$ cat config.mk
export PLATFORM = sky130hd
export DESIGN_NAME = sbct_merge
export DESIGN_NICKNAME = d
export VERILOG_FILES = /design/src/hdl/sbct_pkg.sv /design/src/hdl/sbct_merge.sv
export SDC_FILE = /design/constraint.sdc
export NUM_CORES = 1
export LEC_CHECK = 0
export BUFFER_PORTS_ARGS = -buffer_cell sky130_fd_sc_hd__buf_4
export CAP_MARGIN = 20
export CORE_AREA = 2 2 269 271
export DETAILED_ROUTE_END_ITERATION = 8
export DIE_AREA = 0 0 271 273
export GPL_ROUTABILITY_DRIVEN = 0
export HOLD_SLACK_MARGIN = 0.06
export SETUP_SLACK_MARGIN = 0.2
export SLEW_MARGIN = 5
export SYNTH_ARGS = -nofsm -noshare
export SYNTH_HDL_FRONTEND = slang
export SYNTH_SLANG_ARGS = --single-unit
export TNS_END_PERCENT = 50
$ cat constraint.sdc
create_clock -name clk -period 16.9 [get_ports clk]
set_clock_uncertainty 0.05 [all_clocks]
set_input_delay 2.535 -clock clk [delete_from_list [all_inputs] [get_ports clk]]
set_output_delay 2.535 -clock clk [all_outputs]
set_load 0.05 [all_outputs]
$ cat src/hdl/sbct_pkg.sv
// ----------------------------------------------------------------------------
// sbct_pkg: shared types and constants of the swept box collision time unit
// Field widths, register indexes, axis and surface codes, lane status types.
// ----------------------------------------------------------------------------
package sbct_pkg;

  localparam int FRAC_BITS_DEF = 16;
  localparam int COORD_W       = 32;
  localparam int SIZE_W        = 31;
  localparam int EPS_W         = 16;
  localparam int TIME_W        = 17;
  localparam int IDX_W         = 2;
  localparam int DATA_W        = 32;
  // doubled-unit slab numerators
  localparam int NUM_W         = 36;
  // magnitude of twice the movement
  localparam int DIV_W         = 33;
  // doubled-unit overlap at contact
  localparam int OV_W          = 37;
  localparam int SQ_W          = 64;

  localparam logic [SIZE_W-1:0] SIZE_RESET = 31'd65536;
  localparam logic [EPS_W-1:0]  EPS_RESET  = 16'd66;

  typedef enum logic [IDX_W-1:0] {
    CFG_SIZE_X = 2'd0,
    CFG_SIZE_Y = 2'd1,
    CFG_SIZE_Z = 2'd2,
    CFG_EPS    = 2'd3
  } cfg_idx_t;

  typedef enum logic [1:0] {
    AXIS_X = 2'd0,
    AXIS_Y = 2'd1,
    AXIS_Z = 2'd2
  } axis_t;

  typedef enum logic [1:0] {
    SURF_FLOOR   = 2'd0,
    SURF_CEILING = 2'd1,
    SURF_WALL    = 2'd2
  } surface_t;

  // per-axis slab status
  typedef struct packed {
    logic nz;   // movement near zero on this axis
    logic sep;  // boxes apart on this axis at start
  } lane_stat_t;

  // sign handling around the unsigned divider
  typedef struct packed {
    logic sat;   // quotient at or above one
    logic zero;  // numerator zero
    logic neg;   // quotient negative
  } div_flag_t;

endpackage

$ cat src/hdl/sbct_merge.sv
// ----------------------------------------------------------------------------
// sbct_merge: combines the three axis lanes
// Short-movement test, latest entry against earliest exit, contact time,
// normal axis selection and the result register.
// ----------------------------------------------------------------------------
module sbct_merge #(
  parameter  int FRAC_BITS = sbct_pkg::FRAC_BITS_DEF,
  localparam int NST       = FRAC_BITS + 8,
  localparam int TW        = FRAC_BITS + 2
) (
  input  logic                                clk,
  input  logic [NST-1:0]                      step,
  input  logic [sbct_pkg::EPS_W-1:0]          eps,
  input  logic [sbct_pkg::SQ_W-1:0]           msq [3],
  input  logic                                mzero [3],
  input  sbct_pkg::lane_stat_t                stat [3],
  input  logic signed [TW-1:0]                slab_entry [3],
  input  logic signed [TW-1:0]                slab_exit [3],
  output logic [FRAC_BITS:0]                  t_hit,
  input  logic signed [sbct_pkg::OV_W-1:0]    ov [3],
  input  logic                                above [3],
  input  logic signed [sbct_pkg::COORD_W-1:0] csat [3],
  output logic                                hit,
  output logic [sbct_pkg::TIME_W-1:0]         hit_time,
  output logic [1:0]                          normal_axis,
  output logic                                normal_negative,
  output logic [1:0]                          surface_kind,
  output logic signed [sbct_pkg::COORD_W-1:0] contact_x,
  output logic signed [sbct_pkg::COORD_W-1:0] contact_y,
  output logic signed [sbct_pkg::COORD_W-1:0] contact_z
);

  localparam logic signed [TW-1:0] T_ONE = {2'b01, {FRAC_BITS{1'b0}}};

  logic                 short_p [0:FRAC_BITS+1];
  logic                 hit_p   [0:3];
  logic [FRAC_BITS:0]   t_p     [0:3];
  logic [sbct_pkg::SQ_W-1:0] len2;
  logic [2*sbct_pkg::EPS_W-1:0] eps2;
  logic signed [TW-1:0] ent, ext;
  logic                 any_sep, sep_nz, hit_w;
  logic [FRAC_BITS:0]   t_w;
  sbct_pkg::axis_t      ax;
  logic                 neg_w;

  // short movement test
  always_comb begin
    len2 = msq[0] + msq[1] + msq[2];
    eps2 = eps * eps;
  end

  always_ff @(posedge clk) begin
    if (step[1]) begin
      short_p[0] <= (mzero[0] && mzero[1] && mzero[2]) ||
                    (len2 < {{(sbct_pkg::SQ_W-2*sbct_pkg::EPS_W){1'b0}}, eps2});
    end
  end

  for (genvar k = 1; k <= FRAC_BITS + 1; k++) begin : g_short
    always_ff @(posedge clk) if (step[k+1]) short_p[k] <= short_p[k-1];
  end

  // latest entry, earliest exit over bounded axes
  always_comb begin
    ent     = '1;
    ext     = T_ONE;
    any_sep = 1'b0;
    sep_nz  = 1'b0;
    for (int i = 0; i < 3; i++) begin
      if (stat[i].sep) begin
        any_sep = 1'b1;
        if (stat[i].nz) sep_nz = 1'b1;
      end
      if (!stat[i].nz) begin
        if (slab_entry[i] > ent) ent = slab_entry[i];
        if (slab_exit[i] < ext)  ext = slab_exit[i];
      end
    end
    if (short_p[FRAC_BITS+1]) begin
      hit_w = !any_sep;
      t_w   = hit_w ? '0 : T_ONE[FRAC_BITS:0];
    end else begin
      hit_w = !sep_nz && (ent <= ext) && !ent[TW-1] && (ent < T_ONE);
      t_w   = hit_w ? ent[FRAC_BITS:0] : T_ONE[FRAC_BITS:0];
    end
  end

  always_ff @(posedge clk) begin
    if (step[FRAC_BITS+3]) begin
      hit_p[0] <= hit_w;
      t_p[0]   <= t_w;
    end
  end

  for (genvar k = 1; k <= 3; k++) begin : g_hit
    always_ff @(posedge clk) begin
      if (step[FRAC_BITS+3+k]) begin
        hit_p[k] <= hit_p[k-1];
        t_p[k]   <= t_p[k-1];
      end
    end
  end

  assign t_hit = t_p[0];

  // axis of smallest overlap, y first, then x
  always_comb begin
    if (ov[1] <= ov[0] && ov[1] <= ov[2]) ax = sbct_pkg::AXIS_Y;
    else if (ov[0] <= ov[2])              ax = sbct_pkg::AXIS_X;
    else                                  ax = sbct_pkg::AXIS_Z;
    unique case (ax)
      sbct_pkg::AXIS_X: neg_w = !above[0];
      sbct_pkg::AXIS_Y: neg_w = !above[1];
      sbct_pkg::AXIS_Z: neg_w = !above[2];
      default:          neg_w = 1'b0;
    endcase
  end

  // result register
  always_ff @(posedge clk) begin
    if (step[FRAC_BITS+7]) begin
      hit        <= hit_p[3];
      hit_time   <= sbct_pkg::TIME_W'(t_p[3]);
      contact_x  <= csat[0];
      contact_y  <= csat[1];
      contact_z  <= csat[2];
      if (hit_p[3]) begin
        normal_axis     <= ax;
        normal_negative <= neg_w;
        if (ax == sbct_pkg::AXIS_Y)
          surface_kind <= neg_w ? sbct_pkg::SURF_CEILING : sbct_pkg::SURF_FLOOR;
        else
          surface_kind <= sbct_pkg::SURF_WALL;
      end else begin
        normal_axis     <= sbct_pkg::AXIS_Y;
        normal_negative <= 1'b0;
        surface_kind    <= sbct_pkg::SURF_FLOOR;
      end
    end
  end

endmodule

# Word-level counts from Yosys, hierarchy flattened
# Memory sizes are Yosys's and may differ from the RTL's. A register that Yosys moved wholly into a read port is not among the register bits.
# Cells that the tools add are included.
dict set report classes {
  addsub 2
  mul 1
  n_lt_le_gt_ge 12
  eq_ne 2
  muxes 74
  reduce_logical 15
}
# op count
set op_table {}
lappend op_table {{18-bit two-way mux} 12}
lappend op_table {{64-bit adder} 2}
lappend op_table {{37-bit less-or-equal comparator} 3}
lappend op_table {{64-bit by 32-bit less-than comparator with 1-bit output} 1}
lappend op_table {{1-bit two-way mux} 55}
lappend op_table {{17-bit two-way mux} 3}
lappend op_table {{18-bit greater-than comparator} 2}
lappend op_table {{18-bit less-than comparator} 2}
lappend op_table {{18-bit less-than comparator, second input constant} 2}
lappend op_table {{16-bit by 16-bit multiplier with 32-bit output} 1}
lappend op_table {{18-bit by 1-bit greater-than comparator with 1-bit output, second input constant} 1}
lappend op_table {{18-bit less-or-equal comparator} 1}
lappend op_table {{1-bit logical AND} 6}
lappend op_table {{1-bit logical NOT} 6}
lappend op_table {{2-bit two-way mux} 3}
lappend op_table {{1-bit one-hot mux with 3 select lines} 1}
lappend op_table {{2-bit by 1-bit == test with 1-bit output, second input constant} 1}
lappend op_table {{2-bit == test, second input constant} 1}
lappend op_table {{2-bit logical NOT} 1}
lappend op_table {{2-bit AND reduction} 1}
lappend op_table {{1-bit logical OR} 1}
dict set report word_totals {
  ff_bits 102
  ramBits 90
  input_bits 560
  out_inout_bits 136
  wordCells 117
  mem_count 3
}
# memory depth word_bits rd rd_clocked_by_memory_dff wr line_no
set memory_table {}
lappend memory_table {t_p 4 17 4 1 4 sbct_merge.sv:37} ;# logic [FRAC_BITS:0] t_p [0:3];
lappend memory_table {short_p 18 1 18 0 18 sbct_merge.sv:35} ;# logic short_p [0:FRAC_BITS+1];
lappend memory_table {hit_p 4 1 4 0 4 sbct_merge.sv:36} ;# logic hit_p [0:3];

# Longest topological paths before layout
# Gate-level depths: netlist (run 1).
dict set report logic_depth {
  depth_word 15
  mapped_depth 46
  ltp_nobuf 40
}

# Worst setup path before layout (run 1)
# No wires, ideal clock.
dict set report synth_path {
  path_type {input to register}
  startpoint {input eps[1] (netlist bit)}
  endpoint {memory short_p[0], data pin}
  setup_ns 0.169
  arrival_ns 11.600
  slack_ns 5.080
  path_stages 37
  cell_sequence {clkbuf_1 > clkbuf_1 > nand2_1 > fa_1 > fa_1 > inv_1 > fa_1 > inv_1 > fa_1 > fa_1 > inv_1 > fa_1 > ha_1 > a21o_1 > a21o_1 > a21oi_1 > o21a_1 > o31ai_1 > a41o_1 > o41a_1 > and4_1 > a2111oi_0 > a21oi_1 > xnor2_1 > ha_1 > a2111oi_0 > nand2_1 > o211ai_1 > o2111ai_1 > or4_1 > a2111oi_0 > nand4b_1 > nor4_1 > nand4_1 > nor4b_2 > nand4_1 > o31ai_1}
}
# element line_no
set synth_rtl {}
lappend synth_rtl {{from (decl)} sbct_merge.sv:13} ;# input logic [sbct_pkg::EPS_W-1:0] eps,
lappend synth_rtl {{to (decl)} sbct_merge.sv:35}

==> qor.txt, run 1 <==
Required @ worst endpoint - 17.21 ns
Most used cell along the critical path - fa_1
Nets - 4353
Post-synthesis cell count - 2515
Number of synthesized flops with an enable pin - 209
CTS Buf Count - 23
Vias per cell - 4.98
Share of layout cells above drive strength 1 - 24.5%
Layout filler cell count - 6885
Vias in the first global route - 21052
Critical Path Fanout Max - 14
Critical Path Slowest Stage Cell - o311ai_0
Syn nets - 3693
Run status - finished clean
Sequential area share after synthesis - 25.0%
P&R area growth vs syn - 27.3%
Post-CTS Setup Inserts - 0
Core Area - 71000 um2
Final core occ - 45.0%
Initial Utilization - 35.4%
Synthesized cell area - 25100 um2
Inst Count DP - 4100
GRT Util Overall - 19.1%
Clk slew on worst S/H paths - 0.09 ns
Vias - 20637
Synthesized flop and latch total - 209
Initial antenna violation count - 5
Slew margin rel. - 35.5%
Die area - 74000 um2
CTS root buf - clkbuf_16
Worst slew pin tran - 0.944 ns
Hold WS - 0.356 ns
Share of the synthesized area in the top cell type - 25.0%
Max Cap Viol - 0
Critical path launch point type - input port
GRT Residual Overflow - 0
Post-cts resize count - 0
Synth unique cells - 81
Area of placed instances - 31300 um2
TritonCTS Sinks - 209
Post-route clock period utilization - 73.9%
Top FF cell, synth - edfxtp_1
Global-route wire length before repair - 114000 um
Worst-Skew Late Latency - 0.54 ns
Pwr dens - 133 nW/um2
Setup TNS - 0 ns
Hold Path Class - reg -> reg
Time the worst path needs with I/O delays and setup - 12.50 ns
Syn avg cell area - 9.99 um2
Max VDD drop - 249 uV
Endpoints failing setup - 0
Area contributors post-synth - edfxtp_1, ha_1, fa_1, inv_1, a21oi_1
RSZ-0062 raised after global routing - no
Die Span X - 271 um
Sequential Area - 6280 um2
Crit path arrival time - 12.81 ns
Hold Fails Final Rpt - 0
Fmax - 0.0800 GHz
CP peak stage delay - 0.78 ns
CTS max path bufs - 3
WL/cell - 17.7 um
Synth warn - 0
Boundary Pins - 696
CP endpoint kind - flip-flop
Die height - 273 um
Multi-input logic area - 17300 um2
FFs w/ async S/R, synth - 0%
Pin count of the biggest net entering global routing - 61
Fin area - 32000 um2
CTS tree - done
DPL Wire Length - 63500 um
Port buffer count - 694
Critical path class - in -> reg
# DRC - 0
Drt pass-1 iters - 5
LEAKAGE - 15.7 nW
Hold buffers post-CTS - 0
Total wire length - 73300 um
Num rows - 98
Max Slew Vio Count - 0
Initial drt markers - 1053
Top delay family on crit path - adder cells
Final Instance Count excl. Fillers - 4143
Post-DRT Antenna Nets - 0
H-tree levels - 1
Cell taking the most area after synthesis - edfxtp_1
WP buf/inv - 6
==> logic make-up after synthesis <==
logic type               Yosys count  share of synthesized area (%)
XOR/XNOR                          72                           2.51
adder cells (fa/ha/maj)          618                           37.6
flip-flops                       209                           25.0
multiplexers                      52                           2.42
buffers and inverters            393                           6.03
AND/OR/NAND/NOR                  648                           13.0
AO/OA/AOI/OAI                    523                           13.4
==> registers in the layout, indices dropped and copies added, names as in the netlist <==
register,flops
t_p,68
contact_y,32
hit_time,17
contact_x,32
normal_axis,2
contact_z,32
surface_kind,2
short_p,18
hit_p,4
normal_negative,1
hit,1
==> metal layers <==
metal / share of wire [%] / vias to the layer above / track usage, %
met2: 49 / 569 / 33.2
met1: 44 / 9830 / 25.8
met4: 1.2 / 0 / 3.10
met3: 5.1 / 59 / 2.30
met5: 0 / - / 0
li1: - / 10179 / -
==> placed cells by master (no fill, tap or decap), drive strengths merged, types with 6 or more instances in the layout <==
cell type	instances
a2111oi	8
a211oi	15
a21o	99
a21oi	160
a31oi	9
and2	65
and3	8
buf	696
clkbuf	30
edfxtp	209
fa	228
ha	390
inv	335
mux2	40
mux2i	11
nand2	177
nand2b	33
nand3	43
nand4	61
nor2	134
nor2b	42
nor3	23
nor4	12
o211ai	17
o21a	27
o21ai	104
o21bai	7
o31a	6
o31ai	14
or2	9
or3	12
or4	7
xnor2	43
xor2	29
==> synth_stat cells, types with 8 or more instances <==
cell type and number:
edfxtp_1 209, and2_1 65, o31ai_1 14, nor3_1 23, nor2b_1 42, o21ai_0 100, mux2_2 30, o21a_1 27
nand4_1 61, nand2b_1 33, xnor2_1 43, a21o_1 99, nand2_1 175, nor2_1 134, nand3_1 43, buf_2 10
or3_1 12, nor4_1 10, mux2i_1 10, o211ai_1 16, a21oi_1 160, or2_2 9, inv_1 332, a31oi_1 9
a211oi_1 15, ha_1 390, xor2_1 29, fa_1 228, and3_1 8, clkbuf_1 45
==> final cells by class <==
class | count | area share, %
antenna | 3 | 0.0235
clock buffer | 30 | 1.88
clock inverter | 10 | 0.333
inverter | 332 | 3.90
multi-input combinational | 1913 | 54.2
sequential | 209 | 19.6
tap | 950 | 3.72
timing repair buffer | 696 | 16.3
==> path summary, 6_finish.rpt <==
check,slack (ns),end,cells after the start,start
worst min register to register,0.36,hit_time[14],0,t_p[3][14]
worst max-delay path,4.40,short_p[0],36,eps[4]
worst min-delay path,0.36,hit_time[14],0,t_p[3][14]
worst max register to register,14.58,t_p[0][16],3,short_p[17]
==> report_power, final <==
part,internal [mW],total [mW],switching (mW)
sequential,0.609,0.620,0.0115
clock,0.282,0.490,0.208
combinational,1.39,3.14,1.75
==> stage by stage <==
step	worst slack [ns]	power, mW
finish	4.40	4.25
global route	3.80	4.74
CTS	4.45	4.28
detailed placement	3.93	3.75
global placement	3.96	3.74
floorplan	5.08	3.03
Note: power is estimated with default switching activity, not from simulation.
==> run 2: changes to the inputs <==
==> constraint.sdc (replaced) <==
create_clock -name clk -period 11.75 [get_ports clk]
set_clock_uncertainty 0.05 [all_clocks]
set_input_delay 1.7625 -clock clk [delete_from_list [all_inputs] [get_ports clk]]
set_output_delay 1.7625 -clock clk [all_outputs]
set_load 0.05 [all_outputs]
==> run 2 against run 1 <==
  * Global-route usage increased by 0.27 points
  * Worst setup slack got worse by 3.6 ns
  * Largest power group unchanged
  * Core utilization increased by 0.33 points
  * Non-clock buffer count increased by 21
  * Routed wire length increased by 0.66%
  * Count of clock-buffer cells in the layout increased by 2
  * Register-to-register slack got worse by 4.5 ns
  * Largest cell class unchanged
  * Combinational power increased by 46%
==> qor.txt, run 2 (synthesis gave the netlist of run 1 again) <==
Setup TNS - 0 ns (unchanged)
TritonCTS Sinks - 209 (unchanged)
Critical Path Fanout Max - 16 (was 14)
Initial Utilization - 35.4% (unchanged)
Share of layout cells above drive strength 1 - 25.2% (was 24.5%)
Clk slew on worst S/H paths - 0.09 ns (about the same)
Max reg flops - 68 (unchanged)
Fin area - 32200 um2 (was 32000 um2)
Max Slew Vio Count - 0 (unchanged)
Post-route clock period utilization - 93.1%
Psw - 2.87 mW (was 1.97 mW)
Drt pass-1 iters - 6 (was 5)
Die height - 273 um (unchanged)
Endpoints failing setup - 0 (unchanged)
Post-CTS Setup Inserts - 0 (unchanged)
Slew margin rel. - 38.6% (was 35.5%)
Num rows - 98 (unchanged)
Worst-Skew Late Latency - 0.55 ns (was 0.54 ns)
Internal power - 3.34 mW (was 2.28 mW)
# DRC - 0 (unchanged)
H-tree levels - 1 (unchanged)
Hold Fails Final Rpt - 0 (unchanged)
Die area - 74000 um2 (unchanged)
Fmax - 0.0915 GHz
Vias - 20778 (was 20637)
Post-DRT Antenna Nets - 0 (unchanged)
Required @ worst endpoint - 12.09 ns (was 17.21 ns)
GRT Residual Overflow - 0 (unchanged)
Global-route wire length before repair - 115000 um (was 114000 um)
RSZ-0062 raised after global routing - no (unchanged)
GRT Util Overall - 19.3% (was 19.1%)
Clock power frac - 11.9% (was 11.5%)
CTS tree - done (unchanged)
WL/cell - 17.7 um (about the same)
Largest Register - t_p (unchanged)
Core Area - 71000 um2 (unchanged)
Hold buffers post-CTS - 0 (unchanged)
Comb power frac - 73.7% (was 73.9%)
Top delay family on crit path - adder cells (unchanged)
Hold Path Class - reg -> reg (unchanged)
LEAKAGE - 15.8 nW (was 15.7 nW)
DPL Wire Length - 64400 um (was 63500 um)
Most used cell along the critical path - fa_1 (unchanged)
Area of placed instances - 31400 um2 (was 31300 um2)
Time the worst path needs with I/O delays and setup - 10.93 ns
CP peak stage delay - 0.55 ns (was 0.78 ns)
Initial antenna violation count - 7 (was 5)
CTS root buf - clkbuf_16 (unchanged)
Crit path arrival time - 11.28 ns (was 12.81 ns)
Max Cap Viol - 0 (unchanged)
Nets - 4375 (was 4353)
Max VDD drop - 294 uV (was 249 uV)
Critical path launch point type - input port (unchanged)
Flop pwr share - 14.4% (was 14.6%)
Run status - finished clean (unchanged)
Switching Fraction - 46.2% (was 46.3%)
Vias in the first global route - 21298 (was 21052)
Boundary Pins - 696 (unchanged)
Critical path class - in -> reg (unchanged)
Commonest non-fill, non-tap cell in the layout - buf_4 (unchanged)
Critical Path Slowest Stage Cell - fa_1 (was o311ai_0)
Pin count of the biggest net entering global routing - 61 (unchanged)
P&R area growth vs syn - 28.3% (was 27.3%)
WP buf/inv - 6 (unchanged)
CTS max path bufs - 3 (unchanged)
Total wire length - 73800 um (was 73300 um)
Most frequent cells in the layout - buf_4, ha_1, inv_1 (unchanged)
Worst slew pin tran - 0.921 ns (was 0.944 ns)
Pwr dens - 193 nW/um2 (was 133 nW/um2)
Die Span X - 271 um (unchanged)
Vias per cell - 4.99 (was 4.98)
CTS Buf Count - 24 (was 23)
CP endpoint kind - flip-flop (unchanged)
Initial drt markers - 1118 (was 1053)
Port buffer count - 694 (unchanged)
## run 2: changes by cell type in the layout (fill, tap and decap cells not counted), moves of 2 or more
cell | before | now
inv_6 | 3 | 1
clkinv_1 | 4 | 2
clkbuf_16 | 23 | 25
buf_4 | 696 | 717
a2111oi_0 | 7 | 4
a2111oi_1 | 0 | 2
## run 2: cell type report
cell class,count,area (um2)
multi-input cells,1913,17300
fillers,6907,38800
diodes,4,10.0
flip-flops and latches,209,6280
well taps,950,1190
clock buffers,32,652
clock inverters,10,114
repair buffers,717,5380
inverters,332,1250
## run 2: metal layers
metal	wire length, um	global-route usage [%]	vias up	share of wire (%)
li1	-	-	10238	-
met1	32400	25.8	9874	44
met2	36100	33.8	585	49
met3	3970	2.71	77	5.4
met4	1300	3.34	4	1.8
met5	18	0	-	0.024
## run 2: through the flow
stage               setup slack, ns  std cells  util, %  hold slack (ns)  total power [mW]
floorplan                     0.703       2515        -            0.350              4.36
global placement              0.175       4121     44.3            0.351              5.41
detailed placement           0.0757       4121     44.3            0.355              5.47
CTS                           0.650       4163     45.3            0.330              6.26
global route                  0.222       4166     45.4            0.337              6.97
finish                        0.817       4167     45.4            0.340              6.21
## run 2: power groups by stage
stage          clock, mW  sequential (mW)  combinational [mW]
3_3_place_gp           0            0.906                4.51
4_1_cts            0.764            0.892                4.60
3_5_place_dp           0            0.907                4.56
5_1_grt            0.790            0.896                5.28
6_report           0.739            0.892                4.58
2_1_floorplan          0             1.02                3.34
## run 2: timing repair
item,in CTS,in global routing
resized for setup,0,7
endpoints found under the hold margin,0,0
endpoints found under the setup margin,0,1
## run 2: final timing paths
path,from,end,slack [ns],depth (start not counted)
max,eps[15],short_p[0],0.82,37
min,t_p[3][14],hit_time[14],0.34,0
min reg2reg,t_p[3][14],hit_time[14],0.34,0
max reg2reg,short_p[17],t_p[0][16],10.12,5
